<file path="src/rtl/kmcb_pkg.sv">
// kmcb_pkg: shared constants and codes for the keyed map with chained buckets.
// Used by kmcb_mod, keyed_map_chained_buckets and kmcb_chk. No dependencies.
package kmcb_pkg;

   localparam int BUCKETS      = 101;
   localparam int POOL_ENTRIES = 256;
   localparam int KEY_W        = 32;
   localparam int VAL_W        = 32;

   localparam int IDX_W   = $clog2(POOL_ENTRIES);
   localparam int PTR_W   = IDX_W + 1;
   localparam int CNT_W   = PTR_W;
   localparam int BKT_W   = (BUCKETS > 1) ? $clog2(BUCKETS) : 1;
   localparam int DIGIT_W = 4;
   localparam int DIGITS  = KEY_W / DIGIT_W;
   localparam int DCNT_W  = $clog2(DIGITS);
   localparam int REM_W   = BKT_W + DIGIT_W;

   localparam logic [PTR_W-1:0] NIL_LINK = PTR_W'(POOL_ENTRIES);

   localparam logic [1:0] OP_INSERT = 2'd0;
   localparam logic [1:0] OP_REMOVE = 2'd1;
   localparam logic [1:0] OP_LOOKUP = 2'd2;

endpackage

</file>
<file path="src/rtl/kmcb_mod.sv">
// kmcb_mod: iterative key modulo BUCKETS, one 4-bit digit per cycle, MSB first.
// Depends on kmcb_pkg.
module kmcb_mod (
   input  logic                        clock,
   input  logic                        reset,
   input  logic                        start,
   input  logic [kmcb_pkg::KEY_W-1:0]  key,
   output logic                        done,
   output logic [kmcb_pkg::BKT_W-1:0]  bucket
);

   logic                          busy_ff, busy_in;
   logic                          done_ff, done_in;
   logic [kmcb_pkg::DCNT_W-1:0]   dcnt_ff, dcnt_in;
   logic [kmcb_pkg::KEY_W-1:0]    shift_ff, shift_in;
   logic [kmcb_pkg::BKT_W-1:0]    rem_ff, rem_in;
   logic [kmcb_pkg::REM_W-1:0]    partial;
   logic [kmcb_pkg::REM_W-1:0]    sub;

   // partial < 16 * BUCKETS, so one multiple of BUCKETS is removed per step
   always_comb begin
      partial = {rem_ff, shift_ff[kmcb_pkg::KEY_W-1 -: kmcb_pkg::DIGIT_W]};
      sub     = '0;
      for (int k = 1; k < (1 << kmcb_pkg::DIGIT_W); k++) begin
         if (partial >= kmcb_pkg::REM_W'(k * kmcb_pkg::BUCKETS)) begin
            sub = kmcb_pkg::REM_W'(k * kmcb_pkg::BUCKETS);
         end
      end
   end

   always_comb begin
      busy_in  = busy_ff;
      done_in  = 1'b0;
      dcnt_in  = dcnt_ff;
      shift_in = shift_ff;
      rem_in   = rem_ff;
      if (start) begin
         busy_in  = 1'b1;
         dcnt_in  = '0;
         shift_in = key;
         rem_in   = '0;
      end else if (busy_ff) begin
         rem_in   = kmcb_pkg::BKT_W'(partial - sub);
         shift_in = shift_ff << kmcb_pkg::DIGIT_W;
         dcnt_in  = dcnt_ff + 1'b1;
         if (dcnt_ff == kmcb_pkg::DCNT_W'(kmcb_pkg::DIGITS - 1)) begin
            busy_in = 1'b0;
            done_in = 1'b1;
         end
      end
   end

   always_ff @(posedge clock) begin
      if (reset) begin
         busy_ff <= 1'b0;
         done_ff <= 1'b0;
         dcnt_ff <= '0;
      end else begin
         busy_ff <= busy_in;
         done_ff <= done_in;
         dcnt_ff <= dcnt_in;
      end
      shift_ff <= shift_in;
      rem_ff   <= rem_in;
   end

   assign done   = done_ff;
   assign bucket = rem_ff;

endmodule

</file>
<file path="config.mk">
export PLATFORM = sky130hd
export DESIGN_NAME = kmcb_mod
export DESIGN_NICKNAME = d
export VERILOG_FILES = /design/src/rtl/kmcb_pkg.sv /design/src/rtl/kmcb_mod.sv
export SDC_FILE = /design/constraint.sdc
export NUM_CORES = 1
export LEC_CHECK = 0
export BUFFER_PORTS_ARGS = -buffer_cell sky130_fd_sc_hd__buf_2
export CAP_MARGIN = 20
export CORE_ASPECT_RATIO = 1.2
export CORE_MARGIN = 5
export CORE_UTILIZATION = 30
export DETAILED_ROUTE_END_ITERATION = 10
export PLACE_DENSITY = 0.58
export SYNTH_ARGS = -nofsm -noshare
export SYNTH_HDL_FRONTEND = slang
export SYNTH_SLANG_ARGS = --single-unit
</file>
<file path="constraint.sdc">
create_clock -name clock -period 5.8 [get_ports clock]
set_input_delay 0.58 -clock clock [delete_from_list [all_inputs] [get_ports clock]]
set_output_delay 0.58 -clock clock [all_outputs]
set_load 0.01 [all_outputs]
</file>
After elaboration in Yosys (flattened, before gate mapping). Index checks and enable logic that the tools add are counted. W data, S select, Z words.

Flip-flop bits (word level): 44. Bits of input ports: 35. Output and inout bits: 8. Logic and storage cells: 48.

Add/subtract/negate cells: 2. $lt $le $gt $ge: 15. Equal/unequal tests: 1. Mux-type cells: 21. Bitwise logic cells: 1. Reductions and logical operators: 3.

Operator list (number): $mux W7 (15); $mux W32 (2); $ge A11 B10 Y1 const B (5); $ge A11 B11 Y1 const B (5); $ge A11 B9 Y1 const B (3); $ge A11 B7 Y1 const B (1); $ge A11 B8 Y1 const B (1); $sub A7 B7 Y7 (1); $mux W1 (4); $add A3 B1 Y3 const B (1); $eq A3 B3 Y1 const B (1); $reduce_or A3 Y1 (1); $reduce_bool A2 Y1 (1); $reduce_or A2 Y1 (1); $not A1 Y1 (1).

Depth between registers and ports, before layout. Gate-level depths: netlist of the first run.

Word-level depth: 17. Gate-level depth with buffers: 15. Depth with buffers taken out: 14.

Least setup slack after synthesis of the first run. Ideal clock, no wire load.

Path type: reg2reg. Start point: reg shift_ff[29] (netlist name). End point: reg rem_ff (netlist bit bucket[6]). Setup time: 0.140 ns. Arrival time: 2.940 ns. Data required time: 5.660 ns. Setup slack: 2.720 ns. Stages on the path, launching flop included: 15. Path buffers: 1. Clock period less this slack: 3.080 ns. Cell sequence: edfxtp_1 buf_2 a41o_1 a2111oi_2 nor2_1 clkinv_1 o211ai_1 o221ai_1 ha_1 nor2b_1 o31a_1 or4_1 nand3_1 xor2_1 a211oi_2.

Longest elaborated chain between the ends: 17. Elaborated cells on any way between the ends: 31. Classes of those cells: add/sub: 1; order compare: 15; mux: 15.

Ends and longest elaborated chain: start: declaration (line kmcb_mod.sv:15) `logic [kmcb_pkg::KEY_W-1:0] shift_ff, shift_in;`; start signal: assignment (line kmcb_mod.sv:63) `shift_ff <= shift_in;`; $ge A11 B7 Y1 (line kmcb_mod.sv:25) `if (partial >= kmcb_pkg::REM_W'(k * kmcb_pkg::BUCKETS)) begin`; $mux W7 (15 in series) (line kmcb_mod.sv:25); $sub A7 B7 Y7 (*) (line kmcb_mod.sv:43) `rem_in = kmcb_pkg::BKT_W'(partial - sub);`; end signal: assignment (line kmcb_mod.sv:64) `rem_ff <= rem_in;`; end: declaration (line kmcb_mod.sv:16) `logic [kmcb_pkg::BKT_W-1:0] rem_ff, rem_in;`.

Every way passes the cells marked *; elsewhere a longest branch is shown, timed or not. A chain may end at the register's enable or synchronous reset.

Worst setup path after layout of the first run.
Start point: reg shift_ff[30] (netlist name). End point: reg rem_ff (netlist bit bucket[6]).

Same word-level chain as after synthesis.

==> results, run 1 <==
- The region available for standard cell placement spans 8610 um2.
- Using the TritonRoute via totals, the vias-per-cell ratio works out to 5.20.
- The global route total overflow is 0.
- The clock network latency to the later pin of the worst-skew pair is 0.29 ns.
- Post-CTS repair changed the size of 0 cells.
- The transition time of the tightest slew-check pin is 0.915 ns.
- The global routing usage summed across all routing layers is 0.112.
- The TritonCTS clock tree is done.
- Once layout is done, the placed cells without fillers occupy 3020 um2.
- The number of cell rows is 37.
- The peak supply drop is 183 uV.
- Counting flops with a built-in enable in the synthesized netlist gives 32.
- The kind of end point of the critical path is a flop.
- The die footprint is 10800 um2.
- The maximum clock frequency is 0.285 GHz.
- Of the cells placed in the final design, the portion with a size suffix greater than 1 is 0.303.
- Counting distinct cell types in the post-synthesis netlist gives 56.
- The total power density per cell area is 440 nW/um2.
- Averaged over all synthesized cells, the footprint is 10.6 um2.
- The count of final max-slew check failures is 0.
- Setup repair after global routing left no endpoint under its margin.
- The library cells used most frequently in the layout, excluding fill and tap cells, are 42 x buf_2, 32 x edfxtp_1, 28 x mux2_2.
- The post-route minimum period is 3.51 ns.
- The die outline height is 113 um.
- The first global-routing pass estimated 9720 um of wire.
- The average wire per standard cell is 14.8 um.
- Clock-pin slew was measured on the worst setup and hold paths at 0.08 ns.
- The detailed-route DRC error count is 0.
- The number of port buffers is 42.
- The first detailed-routing pass took 6 iterations.
- The diode insertion count for antenna repair is 0.
- The run finished with clean final reports.
- The cell chosen for the clock root is clkbuf_8.
- The share of the clock period used by the worst path is 0.605.
- The tightest slew margin relative to the limit is 0.390.
- The share of the synthesized area in the top cell type is 0.362.
- The type of the most critical hold path is primary input to flop.
- For this run, the leading register cell type out of synthesis is edfxtp_1.
- CTS saw 44 sinks.
- Counting the buffers created by CTS gives 5.
- In this run the count of I/O pins placed on the die edge is 43.
- The biggest fanout along the worst timing path is 14.
- For the worst setup path, the data required time is 5.93 ns.
- The HPWL after detailed placement is 4280 um.
- The critical path in this run is classified as flop to flop.
- The number of max-cap violations is 0.
- The longest clock path from root to sink contains 2 buffers.
- The net count after synthesis is 295.
- Across the routed clock network, the largest skew measured is 0.0119 ns.
- Leaving out fill and tap cells, the most frequent cell in the layout is buf_2.
- STA classifies the critical path startpoint as a flop.
- The final-layout worst hold slack is 0.517 ns.
- The largest total area in the synthesized netlist belongs to edfxtp_1.
- The number of antenna violations at the first check in global routing came to 0.
- Setup violations remaining at the end of the flow were counted as 0.
- In this run the cell area of the synthesized design comes to 2660 um2.
- The number of hold buffers added after CTS is 0.
- The H-tree generated during clock tree synthesis spans 2 levels.
- The data arrival time at the worst-slack endpoint is 3.64 ns.
- The via count of the first global-routing pass is 2057.
- Ranked by total cell area, the synthesized netlist is headed by edfxtp_1 36%, mux2_2 12%, dfxtp_1 9.0%.
- The detail route stage leaves a number of antenna-violating nets equal to 0.
- After detailed placement, the total cell area comes to 2930 um2.
- At the end of the flow, the number of nets in the layout was 327.
- Synthesis produced a netlist whose cell count is 251.
- Entering global routing, the biggest net connects 46 pins.
- In this run the horizontal extent of the chip is 95.9 um.
- The last weighted congestion value of the routability-driven placer is 0.842.
- The share of synthesized flip-flops with an asynchronous set or reset is 0.
- The initial utilization of the core area, before any placement, comes to 0.309.
- Leaving out filler cells and counting taps, the final layout contains 401.
- The via total after detailed routing is 2086.
- The total negative slack for setup checks is 0 ns.
- Compared with the post-synthesis result, the final layout area differs by 13.6%.
- The total routed wirelength is 5920 um.
- The post-synthesis sequential element count is 44.
- The first routing iteration left 114 violations.
- The number of setup buffers added after CTS is 0.
- The leakage power of the design is 1.18 nW.
- The total placed cells including tap cells is 393.
- The final count of hold timing violations is 0.
- During synthesis, Yosys emitted a total of 0 warnings.
- The sequential area share after synthesis is 0.452.
==> critical path, cell delays in order (launching register included) <==
cell      delay [ns]
edfxtp_1        0.62
nor3_1          0.33
nor3_1          0.10
nor2_1          0.23
o21ai_0         0.19
a32o_1          0.29
nor2_1          0.10
ha_1            0.19
fa_1            0.21
nor2b_1         0.06
o31a_1          0.26
or4_1           0.40
nand3_1         0.11
xor2_1          0.18
a211oi_2        0.08
==> cells in the mapped netlist, types with 2 or more instances <==
| cell | number |
|---|---|
| inv_1 | 8 |
| o21a_1 | 2 |
| buf_2 | 10 |
| a21o_1 | 2 |
| nand3_1 | 5 |
| dfxtp_1 | 12 |
| nand2_1 | 16 |
| a31oi_1 | 3 |
| o31ai_1 | 2 |
| nor4_1 | 4 |
| a21oi_1 | 13 |
| a211oi_1 | 5 |
| xnor2_1 | 2 |
| o21ai_0 | 9 |
| edfxtp_1 | 32 |
| nand4_1 | 2 |
| o21ai_1 | 5 |
| clkbuf_1 | 2 |
| ha_1 | 8 |
| a41o_1 | 3 |
| nor3_1 | 13 |
| mux2_2 | 28 |
| buf_1 | 4 |
| nor2_1 | 20 |
| mux2i_1 | 3 |
| nor2b_1 | 2 |
| buf_4 | 2 |
| and2_1 | 4 |
| o211ai_1 | 3 |
==> per-stage QoR <==
step	setup WS (ns)	total power [mW]	util
2_1_floorplan	2.72	0.992	-
3_3_place_gp	2.30	1.16	0.341
6_report	2.29	1.33	0.351
4_1_cts	2.30	1.34	0.351
3_5_place_dp	2.33	1.14	0.341
5_1_grt	2.06	1.44	0.351
==> registers in the layout (all words and copies together), names as in the netlist <==
signal,cells
bucket,7
shift_ff,32
busy_ff,1
dcnt_ff,3
done,1
==> cell type report <==
class	count	area (um2)
multi-input combinational	180	1340
inverter	9	33.8
fill	909	5590
timing repair buffer	43	218
sequential	44	1200
clock buffer	7	76.3
tap	117	146
clock inverter	1	8.76
==> cell families after synthesis <==
group,synth area share
AND/OR/NAND/NOR,0.137
AO/OA/AOI/OAI,0.180
flip-flops,0.452
multiplexers,0.130
buffers and inverters,0.0457
adder cells (fa/ha/maj),0.0452
XOR/XNOR,0.00989
==> path summary, 6_finish.rpt <==
path                                           endpoint  cells after the start  slack [ns]                     from
worst min register to register  dcnt_ff[1]$_SDFFE_PP0P_                      2        0.53  dcnt_ff[1]$_SDFFE_PP0P_
worst min-delay path            dcnt_ff[0]$_SDFFE_PP0P_                      2        0.52                    reset
worst max-delay path             bucket[6]$_SDFFE_PP0P_                     14        2.29   shift_ff[30]$_DFFE_PP_
worst max register to register   bucket[6]$_SDFFE_PP0P_                     14        2.29   shift_ff[30]$_DFFE_PP_
==> metal layers <==
metal,share of wire,track usage
met1,0.40,0.136
met2,0.52,0.193
met3,0.051,0.0233
met4,0.023,0.0417
met5,0,0
==> report_power, final <==
group / internal (mW) / switching [mW] / leakage, nW
Combinational: 0.309 / 0.347 / 0.710
Clock: 0.0861 / 0.0992 / 0.0424
Sequential: 0.386 / 0.101 / 0.423
(Power assumes the default switching activity.)
==> run 2, diff against run 1 <==
Settings changed: PLACE_DENSITY 0.58 to 0.59.
Clock period 5.8 ns to 2.97 ns, I/O delays scaled along.
==> run 2 against run 1 <==
Net effect: the flow now finishes with violations (negative setup slack); die area unchanged; clock power rose to 2.6 times the previous value; setup slack worse by 2.6 ns; largest power group unchanged; global-route usage up 2.5 points; clock-buffer cell count down 1; sequential cell count unchanged; final cell count up 18%; combinational power rose to 3.4 times the previous value; critical endpoint unchanged; first-iteration DRC count up 12%.
==> results, run 2 (synthesis results as in run 1) <==
- The run finished, with violations left.
- The checks that failed: negative setup slack.
- The global route total overflow is 0.
- The biggest fanout along the worst timing path is 6.
- The register with the highest flop count is shift_ff.
- The global routing usage summed across all routing layers is 0.137.
- The final count of hold timing violations is 0.
- The count of final max-slew check failures came to 0.
- The initial core utilization is 0.309.
- The floorplan step defined a die boundary enclosing 10800 um2.
- The critical path class is flop to flop.
- The type of the most critical hold path is primary input to flop.
- Detailed placement finished with a half-perimeter wire length of 5290 um.
- The average wire per standard cell is 15.2 um.
- In this run the tightest slew margin relative to its limit is 0.550.
- The total core area is 8610 um2.
- In the routed layout, each cell is associated on average with a via count of 4.99.
- Of the cells placed in the final design, the portion with a size suffix greater than 1 is 0.538.
- Setup violations remaining at the end of the flow were counted as 1.
- The maximum clock frequency is 0.306 GHz.
- VDD sags by at most 782 uV.
- TritonCTS built the clock tree.
- The via total after detailed routing is 2354.
- Clock latency on the worst-skew pair, taken at its later pin, is 0.30 ns.
- The antenna violation net count after detailed routing is 0.
- The global-route wire length before repair is 11800 um.
- Once placement finished, the instance area stood at 3390 um2.
- Setup repair after global routing could not meet its margin everywhere.
- The worst register-to-register path begins at bucket[4]$_SDFFE_PP0P_.
- The cell chosen for the clock root is clkbuf_8.
- In this run, the number of DRC markers left after iteration 0 of detailed routing was 128.
- The maximum level of the CTS H-tree is 2.
- After clock tree synthesis, the flow added hold-fix buffers numbering 0.
- The number of antenna violations at the first check in global routing was 0.
- The number of max-cap violations is 0.
- The maximum number of pins on one net before global-route repair is 35.
- The count of TritonRoute iterations in the first routing pass is 4.
- The congestion estimate from routability-driven global placement came to 0.884.
- In this run the power density over the cells is 951 nW/um2.
- After clock tree synthesis, the clock-pin slew on the worst setup and hold paths is 0.09 ns.
- The horizontal die dimension is 95.9 um.
- The diode insertion count for antenna repair is 0.
- The data arrival time at the worst-slack endpoint is 3.43 ns.
- Tracing the worst setup path back leads to its startpoint at bucket[4]$_SDFFE_PP0P_.
- The maximum root-to-sink buffer count is 2.
- After detailed routing, the total wire length is 7170 um.
- The detailed-route DRC error count is 0.
- The least setup slack across all paths after layout is -0.301 ns.
- The library cell used most frequently in the layout, excluding fill and tap cells, is buf_4.
- The post-route minimum period is 3.27 ns.
- The worst clock skew is 0.00671 ns.
- The finished cells cover 3770 um2.
- The number of flip-flops under the largest register name is 32.
- The worst setup path is captured at a flop.
- For the pin with the worst max-slew slack, the measured transition is 0.674 ns.
- The core utilization of the finished layout is 0.438.
- The signed area change from the synthesized netlist to the final layout is 41.9%.
- In the layout the commonest cells are 67 x buf_4, 42 x buf_2, 32 x edfxtp_1.
- Counting every sink on the clock net gives 44.
- Of the available clock period, the critical path in the final layout requires 1.10.
- For this design the top-level I/O count stands at 43.
- The die outline height is 113 um.
- The leakage power of the design is 1.58 nW.
- The number of port buffers is 42.
- The worst hold path begins at reset.
- The number of buffers inserted during clock tree synthesis is 5.
- The via count of the first global-routing pass is 2507.
- The startpoint type of the worst setup path is a flop.
- Data on the critical path is required at its endpoint by 3.13 ns.
- The number of cell rows is 37.
- The final layout contains 398 nets.
- Counting the fill cells in the layout gives 862.
-- run 2: cell types whose count changed in the layout (fill, tap and decap cells not counted), sizes merged --
cell,change
bufinv,+1
clkbuf,-1
buf,+71
-- run 2: worst paths after layout --
path	endpoint	slack, ns	cells after the start
hold / removal	dcnt_ff[0]$_SDFFE_PP0P_	0.22	2
setup reg to reg	bucket[6]$_SDFFE_PP0P_	-0.30	15
hold reg to reg	dcnt_ff[2]$_SDFFE_PP0P_	0.53	2
setup / recovery	bucket[6]$_SDFFE_PP0P_	-0.30	15
-- run 2: through the flow --
step	setup slack (ns)	std cells	setup TNS (ns)	power (mW)	hold WS [ns]
final	-0.301	472	-0.301	3.59	0.218
after global routing	-0.438	472	-0.844	3.85	0.222
after CTS	-0.210	470	-0.223	3.37	0.208
after detailed placement	-0.325	452	-0.795	2.69	0.520
after global placement	-0.395	452	-0.821	2.69	0.513
after floorplan	-0.0667	251	-0.0667	1.94	0.369
-- run 2: final cells by class --
type / instances / area (um2) / area share
Multi-Input combinational cell: 180 / 1490 / 0.394
Clock buffer: 6 / 82.6 / 0.0219
Inverter: 9 / 33.8 / 0.00896
Tap cell: 117 / 146 / 0.0388
Clock inverter: 2 / 38.8 / 0.0103
Sequential cell: 44 / 1200 / 0.320
Timing Repair Buffer: 114 / 778 / 0.206
-- run 2: repair_timing --
item                                    in CTS  in global routing
pin swaps                                   16                  9
resized for setup                           28                 23
buffers inserted                            10                  3
endpoints found under the setup margin       4                  5
-- run 2: routing by layer --
metal,GRT usage,share of wire,vias up
met4,0.0550,0.025,0
li1,-,-,1157
met1,0.164,0.40,1121
met2,0.237,0.52,57
met5,0,0,-
met3,0.0279,0.051,19
-- run 2: critical path, cell delays in order, from the launching register on --
cell,delay [ns]
dfxtp_1,0.48
buf_4,0.22
nand2_1,0.10
nor3_1,0.23
nor2_1,0.10
buf_4,0.16
nand2_1,0.08
o211ai_1,0.11
o221ai_2,0.17
ha_1,0.27
nor2b_2,0.17
o31a_1,0.25
or4_4,0.42
nand3_2,0.09
xor2_1,0.18
a211oi_2,0.09
-- run 2: report_power, final --
| part | switching (mW) | leakage [nW] | internal, mW |
|---|---|---|---|
| Clock | 0.209 | 0.0614 | 0.275 |
| Combinational | 1.07 | 1.09 | 1.16 |
| Sequential | 0.115 | 0.424 | 0.756 |
| Total | 1.39 | 1.58 | 2.19 |
==> run 3, diff against run 2 <==
Settings changed: CORE_UTILIZATION 30 to 51, PLACE_DENSITY 0.59 to 0.86.
==> run 3 against run 2 <==
Net effect: the run still ends with negative setup slack left; sequential cell count unchanged; register-to-register slack improved by 0.06 ns; total power fell by 2.8%; sequential power is essentially flat; global-route usage increased by 9.8 points; final cell count decreased by 12%; die area down 38%; utilization up 28 points; critical path type unchanged; critical endpoint unchanged.
==> results, run 3 (synthesis results as in run 1) <==
- The run finished, with violations left.
- The final reports fail on negative setup slack.
- The tightest slew margin relative to the limit is 0.610.
- The number of antenna violations at the first check in global routing is 0.
- The total length of routed met3 wires is 498 um.
- Summing all multi-input logic gate instances after layout gives 1450 um2.
- Across every metal layer, demand over resource in global routing totals 0.235.
- The signal on the critical path passes through buf_6 -> o21ai_1 -> a21oi_1 -> nor2_1 -> o21ai_0 -> a32o_1 -> nor2_1 -> ha_2 -> fa_2 -> nor2b_2 -> o31a_1 -> or4_1 -> nand3_1 -> xor2_1 -> a211oi_2.
- The global-route wire length before repair is 11900 um.
- The last weighted congestion value of the routability-driven placer is 0.940.
- The type of the most critical hold path is primary input to flop.
- The final cell count without fillers is 415.
- The top routing layer in use is met4.
- The power share of the sequential group is 0.250.
- The internal portion of the total power is 2.08 mW.
- The routed metal-1 wirelength is 2700 um.
- The share of total power dissipated in the clock network is 0.105.
- The register with the highest flop count is shift_ff.
- The detailed-route DRC error count is 0.
- The half-perimeter wire length after placement is 5240 um.
- The least setup slack across all paths after layout is -0.245 ns.
- The worst min-delay path endpoint is busy_ff$_SDFF_PP0_.
- The cell repeated most along the worst path is nor2_1.
- The total placed cells including tap cells is 393.
- The peak supply drop is 792 uV.
- Port buffering added 42 buffers.
- The maximum level of the CTS H-tree is 2.
- The clock network latency to the later pin of the worst-skew pair is 0.30 ns.
- For the pin with the worst max-slew slack, the measured transition is 0.585 ns.
- In the final layout, the share of cells above drive strength 1 is 0.521.
- The routed design uses 4020 um of met2 wire.
- The number of cell rows is 28.
- STA classifies the critical path startpoint as a flop.
- In the final layout, flip-flops and latches occupy 1210 um2.
- At the end of the flow the core is filled with cells to 0.722.
- The via count of the first global-routing pass is 2520.
- In this run the critical register-to-register path is launched from shift_ff[31]$_DFFE_PP_.
- The signed area change from the synthesized netlist to the final layout is 36.1%.
- The number of buffers inserted during clock tree synthesis is 5.
- The setup check on the worst reg-to-reg path leaves a slack of -0.25 ns.
- The routed via count divided by cell count is 5.95.
- For this configuration, the core starts out at a cell density of 0.530.
- For this run, the top clock speed supported by timing is 0.311 GHz.
- The floorplan step defined a die boundary enclosing 6760 um2.
- From left edge to right edge, the die measures 75.9 um.
- The final-layout worst hold slack is 0.217 ns.
- The biggest fanout along the worst timing path is 5.
- The region available for standard cell placement spans 5010 um2.
- The count of TritonRoute iterations in the first routing pass is 4.
- The total power density per cell area is 964 nW/um2.
- The most common cell after layout, fill and taps aside is buf_4.
- TritonCTS built the clock tree.
- The worst-case reg-to-reg path depth is 15.
- Of the total power, the share spent switching nets is 0.404.
- The number of violations reported at the end of detailed-routing iteration 0 is 255.
- Clock-pin slew was measured on the worst setup and hold paths at 0.09 ns.
- The startpoint of the tightest hold check path is reset.
- CTS placed an instance of clkbuf_8 at the clock tree root.
- The die outline height is 89.1 um.
- The number of hold buffers added after CTS is 0.
- The reg-to-reg critical path endpoint is bucket[6]$_SDFFE_PP0P_.
- The worst setup path is of the flop to flop kind.
- Along the worst hold path, the cell count comes to 2.
- The count of final max-slew check failures was 0.
- Across the run, the number of max-cap violations was 0.
- The maximum root-to-sink buffer count is 2.
- The critical path's slowest cell is edfxtp_1.
- The leakage power of the design is 1.55 nW.
- The final setup violation count is 4.
- The kind of end point of the critical path is a flop.
- Entering global routing, the biggest net connects 33 pins.
- The data arrival time at the worst-slack endpoint is 3.39 ns.
- The diode insertion count for antenna repair is 0.
- The final count of hold timing violations was 0.
- Summed over all layers, the routed wires come to 7640 um.
- The share of total power dissipated in combinational logic is 0.645.
- The register with the most flip-flops in the layout has 32 of them.
- On the final layout, the worst clock skew is 0.00746 ns.
- The fill cell total of the finished layout is 339.
- The net load switching power is 1.41 mW.
- The net total in the final layout is 398.
- The largest single stage delay on the critical path is 0.47 ns.
- Setup repair after global routing could not meet its margin everywhere.
- The clock sink count is 44.
- The antenna violation net count after detailed routing is 0.
- The post-route minimum period is 3.22 ns.
- In this run the count of I/O pins placed on the die edge is 43.
- In the finished design, the share of the clock period the worst path needs comes to 1.08.
- In the layout the commonest cells are 69 x buf_4, 43 x buf_2, 32 x edfxtp_1.
- Global routing finished with a remaining overflow of 0.
- The final cell area excluding filler cells is 3620 um2.
- Detailed routing inserted a total of 2471 vias.
- At the worst endpoint, the required time is 3.14 ns.
- The placed instance area is 3300 um2.
- The average wire per standard cell is 18.4 um.
run 3: cell count changes in the layout (fill, tap and decap cells not counted), sizes merged:
cell,change
clkinvlp,+2
clkbuf,-1
bufinv,-1
run 3: timing repair:
item / CTS / global route
gates resized for setup: 25 / 14
buffers inserted: 12 / 2
cloned: 0 / 0
endpoints found under the setup margin: 4 / 5
pin swaps: 10 / 4
run 3: power groups by stage:
| stage | clock [mW] | combinational [mW] | sequential (mW) |
|---|---|---|---|
| after floorplan | 0 | 1.11 | 0.833 |
| after global placement | 0 | 1.77 | 0.877 |
| after detailed placement | 0 | 1.81 | 0.881 |
| after CTS | 0.372 | 2.00 | 0.866 |
| after global routing | 0.399 | 2.39 | 0.886 |
| final | 0.366 | 2.25 | 0.872 |
run 3: through the flow:
stage | TNS, ns | power [mW] | worst slack (ns)
6_report | -0.409 | 3.49 | -0.245
3_3_place_gp | -0.282 | 2.64 | -0.272
4_1_cts | -0.135 | 3.24 | -0.135
2_1_floorplan | -0.0667 | 1.94 | -0.0667
5_1_grt | -1.08 | 3.68 | -0.424
3_5_place_dp | -0.560 | 2.69 | -0.346
run 3: worst max path at each step:
stage                      startpoint                endpoint  slack, ns
6_report       shift_ff[31]$_DFFE_PP_  bucket[6]$_SDFFE_PP0P_      -0.25
5_1_grt        shift_ff[31]$_DFFE_PP_  bucket[6]$_SDFFE_PP0P_      -0.42
4_1_cts        shift_ff[31]$_DFFE_PP_  bucket[6]$_SDFFE_PP0P_      -0.13
3_5_place_dp   shift_ff[30]$_DFFE_PP_  bucket[6]$_SDFFE_PP0P_      -0.35
3_3_place_gp   shift_ff[30]$_DFFE_PP_  bucket[6]$_SDFFE_PP0P_      -0.27
2_1_floorplan  shift_ff[29]$_DFFE_PP_  bucket[6]$_SDFFE_PP0P_      -0.07
run 3: final cells by class:
type / instances / area share
Multi-Input combinational cell: 180 / 0.402
Timing Repair Buffer: 114 / 0.209
Tap cell: 60 / 0.0208
Clock inverter: 3 / 0.00519
Inverter: 9 / 0.00969
Sequential cell: 44 / 0.334
Clock buffer: 5 / 0.0190
run 3: worst max-delay path, delay by kind of cell, from the launching register on:
family                   cells  cell delay [ns]
AO/OA/AOI/OAI                6             0.98
XOR/XNOR                     1             0.18
adder cells (fa/ha/maj)      2             0.42
buffers and inverters        1             0.17
flip-flops                   1             0.47
AND/OR/NAND/NOR              5             0.87
run 3: layer usage:
metal | track usage | up-vias
li1 | - | 1158
met1 | 0.246 | 1163
met2 | 0.424 | 115
met3 | 0.0484 | 35
met4 | 0.135 | 0
met5 | 0 | -
